$ cat config.mk
export PLATFORM = sky130hd
export DESIGN_NAME = dfr_sqrt
export DESIGN_NICKNAME = d
export VERILOG_FILES = /design/src/hdl/dfr_pkg.sv /design/src/hdl/dfr_sqrt.sv
export SDC_FILE = /design/constraint.sdc
export NUM_CORES = 1
export LEC_CHECK = 0
export ABC_AREA = 1
export ABC_CLOCK_PERIOD_IN_PS = 3350
export BUFFER_PORTS_ARGS = -buffer_cell sky130_fd_sc_hd__buf_2
export CAP_MARGIN = 25
export CORE_ASPECT_RATIO = 1.5
export CORE_MARGIN = 2
export CORE_UTILIZATION = 25
export DETAILED_ROUTE_END_ITERATION = 16
export GPL_TIMING_DRIVEN = 0
export HOLD_SLACK_MARGIN = 0.02
export PLACE_DENSITY = 0.37
export SETUP_SLACK_MARGIN = 0.05
export SYNTH_ARGS = -nofsm -noshare
export SYNTH_HDL_FRONTEND = slang
export SYNTH_SLANG_ARGS = --single-unit
$ cat constraint.sdc
create_clock -name clk -period 3.35 [get_ports clk]
set_input_delay 0.67 -clock clk [delete_from_list [all_inputs] [get_ports clk]]
set_output_delay 0.67 -clock clk [all_outputs]
set_load 0.01 [all_outputs]
$ cat src/hdl/dfr_pkg.sv
// Shared types and constants of the dielectric Fresnel reflectance pipeline.
package dfr_pkg;

  localparam int DIV_STAGES  = 31;
  localparam int SQRT_STAGES = 16;
  localparam int SIDE_A_LEN  = DIV_STAGES + SQRT_STAGES;

  localparam logic [15:0] ONE_Q15      = 16'h8000;
  localparam logic [15:0] ETA_I_RESET  = 16'd4096;
  localparam logic [15:0] ETA_T_RESET  = 16'd6144;

  localparam logic [1:0] REG_ETA_INCIDENT    = 2'd0;
  localparam logic [1:0] REG_ETA_TRANSMITTED = 2'd1;

  // Data that travels beside the transmitted-cosine divider and square root.
  typedef struct packed {
    logic [16:0] c;
    logic [15:0] ni;
    logic [15:0] nt;
    logic        tir;
  } side_a_t;

  // Data that travels beside the two ratio dividers.
  typedef struct packed {
    logic tir;
    logic zs;
    logic zp;
  } side_b_t;

endpackage

$ cat src/hdl/dfr_sqrt.sv
// Pipelined integer square root, one result bit per stage.
module dfr_sqrt import dfr_pkg::*; (
  input  logic        clk,
  input  logic        en,
  input  logic [30:0] v_in,
  output logic [15:0] root_out
);

  logic [31:0] v    [1:SQRT_STAGES];
  logic [31:0] root [1:SQRT_STAGES];

  for (genvar k = 0; k < SQRT_STAGES; k++) begin : g_stage
    localparam logic [31:0] BIT = 32'h1 << (30 - 2 * k);
    logic [31:0] v_p;
    logic [31:0] root_p;
    logic [31:0] trial;

    if (k == 0) begin : g_first
      assign v_p    = {1'b0, v_in};
      assign root_p = '0;
    end else begin : g_rest
      assign v_p    = v[k];
      assign root_p = root[k];
    end

    assign trial = root_p + BIT;

    always_ff @(posedge clk) begin
      if (en) begin
        if (v_p >= trial) begin
          v[k+1]    <= v_p - trial;
          root[k+1] <= (root_p >> 1) + BIT;
        end else begin
          v[k+1]    <= v_p;
          root[k+1] <= root_p >> 1;
        end
      end
    end
  end

  assign root_out = root[SQRT_STAGES][15:0];

endmodule

; Word level (Yosys, flattened, before mapping)
; Memories as Yosys holds them, arrays and structs flattened.
; Cells that the tools add are included.
[op_classes]
n_mux = 128
add_sub_neg = 46
n_bitwise = 32
order_cmp = 16
[ops]
columns = op, n
row1 = 32-bit 2-to-1 mux, 32
row2 = 32-bit greater-or-equal comparator, 15
row3 = 32-bit subtractor, 15
row4 = 1-bit 2-to-1 mux, 96
row5 = 31-bit by 1-bit adder with 32-bit output (second input constant), 1
row6 = 31-bit by 11-bit adder with 32-bit output (second input constant), 1
row7 = 31-bit by 13-bit adder with 32-bit output (second input constant), 1
row8 = 31-bit by 15-bit adder with 32-bit output (second input constant), 1
row9 = 31-bit by 17-bit adder with 32-bit output (second input constant), 1
row10 = 31-bit by 19-bit adder with 32-bit output (second input constant), 1
row11 = 31-bit by 21-bit adder with 32-bit output (second input constant), 1
row12 = 31-bit by 23-bit adder with 32-bit output (second input constant), 1
row13 = 31-bit by 25-bit adder with 32-bit output (second input constant), 1
row14 = 31-bit by 27-bit adder with 32-bit output (second input constant), 1
row15 = 31-bit by 29-bit adder with 32-bit output (second input constant), 1
row16 = 31-bit by 3-bit adder with 32-bit output (second input constant), 1
row17 = 31-bit by 5-bit adder with 32-bit output (second input constant), 1
row18 = 31-bit by 7-bit adder with 32-bit output (second input constant), 1
row19 = 31-bit by 9-bit adder with 32-bit output (second input constant), 1
row20 = 32-bit by 1-bit adder with 32-bit output (second input constant), 1
row21 = 32-bit by 11-bit adder with 32-bit output (second input constant), 1
row22 = 32-bit by 13-bit adder with 32-bit output (second input constant), 1
row23 = 32-bit by 15-bit adder with 32-bit output (second input constant), 1
row24 = 32-bit by 17-bit adder with 32-bit output (second input constant), 1
row25 = other kinds (13), 44
[word_totals]
wordCells = 224
in_bits = 33
mem_count = 2
ramBits = 1024
regBits = 0
[mem_list]
columns = name, depth, width, read_ports, rd_clocked_by_memory_dff, wr, line
row1 = root, 16, 32, 16, 0, 16, dfr_sqrt.sv:10  ; logic [31:0] root [1:SQRT_STAGES];
row2 = v, 16, 32, 15, 0, 16, dfr_sqrt.sv:9  ; logic [31:0] v [1:SQRT_STAGES];

; Logic depth before layout (Yosys ltp)
; An unclocked memory read counts as a cell.
[depth]
depth_word = 7
depth_mapped = 15

; Worst setup path before layout
; Ideal clock, no wire load.
[synth_path]
path_kind = input-to-reg
start = in en
end = reg, netlist name root[0][482]
required_time_ns = 2.929
arrival_time_ns = 2.316
n_path_buf = 3
setup_slack_ns = 0.613
stages = 3
cell_sequence = buf_4 -> clkbuf_2 -> clkbuf_1
[synth_rtl]
columns = item, line
row1 = start: declaration, dfr_sqrt.sv:4  ; input logic en,

==> run metrics <==
CTS buffer count=73; Crit Path Class=reg -> reg; Nets=4304; register area share after synthesis=53.1%; NetSw=7.22 mW; leading area contributor after synthesis=edfxtp_1; # DRC=0; worst skew pair latency=0.70 ns; gr usage total=15.6%; remaining global-route overflow=0; register bit total from synthesis=616; worst vdd ir=0.000403 V; Finished Cell Area=40200 sq um; max_cap viols=0; Core ar.=138000 sq um; internal power=15.9 mW; I/O Buffers=47; Area Overhead vs Synth=15.2%; pwr dens=576 nW/um^2; final setup TNS=0 ns; first-pass GRT wire length=163000 um; crit end category=flip-flop; CTS tree=done; Synth Net Count=4167; cell family with most CP delay=simple AND/OR/NAND/NOR gates; worst-case clock buffer depth=3; CP startpoint=root[0][367]; Mean Syn Cell Area=8.74 sq um; HPWL Detailed=91700 um; Post-synth EDFFs=616; startpoint class of the critical path=flip-flop; Vias=25500; final period utilization=87.3%; CP most frequent cell=nand2_1; Layout Skew=0.0502 ns; Final ANT Viol Nets=0; first drt pass iteration count=5; switch share=31.3%; worst hold start=v_in[20]; Max Slew Vio Count=0; critical path's largest stage delay=0.50 ns; Wirelength per Cell=18.2 um; clock slew at reported path FFs=0.06 ns; Top FF cell, synth=edfxtp_1; pre-CTS WS=0.213 ns; Worst slew margin=38.2%; Worst R2R Start=root[0][367]; drt total wl=110000 um; CP Buf/Inv Count=3; fraction of layout cells with a size suffix above 1=7.73%; gpl congestion=0.906; Hold Violations, Final=0; CTS Hold Buffers Added=0; CP max-delay cell=nor2_1; IO Count=49; Worst Path Max Fanout=10; Synth cell types=55; final setup margin=0.425 ns; vias in the first global route=26800; Final setup viols=0; htree depth=3; first-iteration detailed-routing DRC count=958; DR vias/cell=4.22; placed cell area=37700 sq um; Fmax=0.342 GHz; DIE AREA=142000 sq um; post-CTS sizing=0; initial antenna violation count=3; largest net degree at the start of global routing=37; Reg power frac=44.2%; Synth warnings=0; post-synthesis cell count=3986; share of flip-flops with an asynchronous set or reset=0%; Crit path required time=3.76 ns; worst path cell trace=inv_1 -> ha_1 -> nand2_1 -> nor2_1 -> inv_1 -> nor2_1 -> nand3_1 -> nand2_2 -> nor2_4 -> buf_6 -> nand2_1 -> nand2_1; worst hold-check path type=in -> reg; Post-CTS Setup Inserts=0; Sink Count=616; ranking of synthesized cells by area=edfxtp_1 53%, nand2_1 13%, inv_1 7.5%; slew of the pin with the lowest slew margin=0.926 ns; min cycle time layout=2.92 ns; status=finished, final reports clean; Leakage=17.7 nW; CP Data Arrival Time=3.34 ns; top-area cell type share of the netlist area=53.1%; Worst Hold Slack=0.152 ns; num rows=167; Logic pwr share=20.0%; die width=309 um; CTS root buffer=clkbuf_16; Mapped Area=34900 sq um; clock power share=35.9%; RSZ-0062 raised after global routing=false; Die Y=461 um; Starting Density=25.2%
## cell usage in the layout, fill, tap and decap left out, types with 19 or more instances in the layout
cell type	instances
ha_1	148
nand3b_1	50
clkbuf_16	75
nand3_1	218
edfxtp_1	616
xnor2_1	51
nand2_1	1206
inv_1	695
nor2_1	423
a21oi_1	74
buf_2	55
nand4_1	90
nor3_1	56
o21ai_0	76
nand2_2	22
nor4_1	19
xor2_1	59
## per-stage QoR
stage	power [mW]	util [%]	cells
final	23.1	29.0	6037
after global routing	24.4	29.0	6037
after CTS	23.5	29.0	6036
after detailed placement	15.1	27.3	5907
after global placement	15.1	27.0	5892
after floorplan	13.4	-	3986
## power groups by stage
| stage | clock [mW] | sequential (mW) | combinational (mW) |
|---|---|---|---|
| floorplan | 0 | 10.0 | 3.36 |
| global placement | 0 | 10.4 | 4.64 |
| detailed placement | 0 | 10.4 | 4.67 |
| CTS | 8.59 | 10.2 | 4.69 |
| global route | 8.84 | 10.3 | 5.28 |
| finish | 8.29 | 10.2 | 4.62 |
## routing by layer
metal  wire length [um]  up-vias  global-route usage (%)
met5                  0        -                       0
met4               7160        0                    9.87
met3               2280      224                    1.66
met2              68300      354                    34.8
met1              32200    11700                    11.9
li1                   -    13200                       -
## sequential cells by signal, summed over array words and instances (netlist names)
signal and flops:
root 136, v 480
## worst paths after layout
path / end / slack [ns] / cells past startpoint
worst min-delay path: v[0][52] / 0.15 / 1
worst min register to register: v[0][328] / 0.44 / 0
worst max register to register: v[0][401] / 0.43 / 12
worst max-delay path: v[0][401] / 0.43 / 12
## synth_stat cells, drive strengths merged (2+ instances only)
cell and n:
and2 6, nor2 453, a21o 3, and3 2
o21bai 7, clkbuf 17, nor3 60, nor4 22
a21oi 82, nand3b 51, or2 4, edfxtp 616
xnor2 51, o21ai 107, ha 148, nand3 225
xor2 60, buf 24, a21boi 5, nand4 94
nand2 1235, inv 707
## layout make-up
| cell class | instances | area, sq um |
|---|---|---|
| clock buffers | 91 | 1940 |
| plain buffers | 41 | 305 |
| repair buffers | 62 | 508 |
| multi-input cells | 2622 | 13400 |
| diodes | 1 | 2.50 |
| well taps | 1859 | 2330 |
| inverters | 707 | 2650 |
| fillers | 14900 | 98200 |
| flip-flops and latches | 616 | 18500 |
| clock inverters | 38 | 509 |
## cells by family after synthesis
family / after synthesis / synth area share, %
flops: 616 / 53.1
buf+inv: 748 / 8.44
compound gates: 207 / 3.44
simple gates: 2156 / 26.9
fa+ha+maj: 148 / 5.31
xor+xnor: 111 / 2.81
No activity file was read; power rests on OpenSTA's default activity.
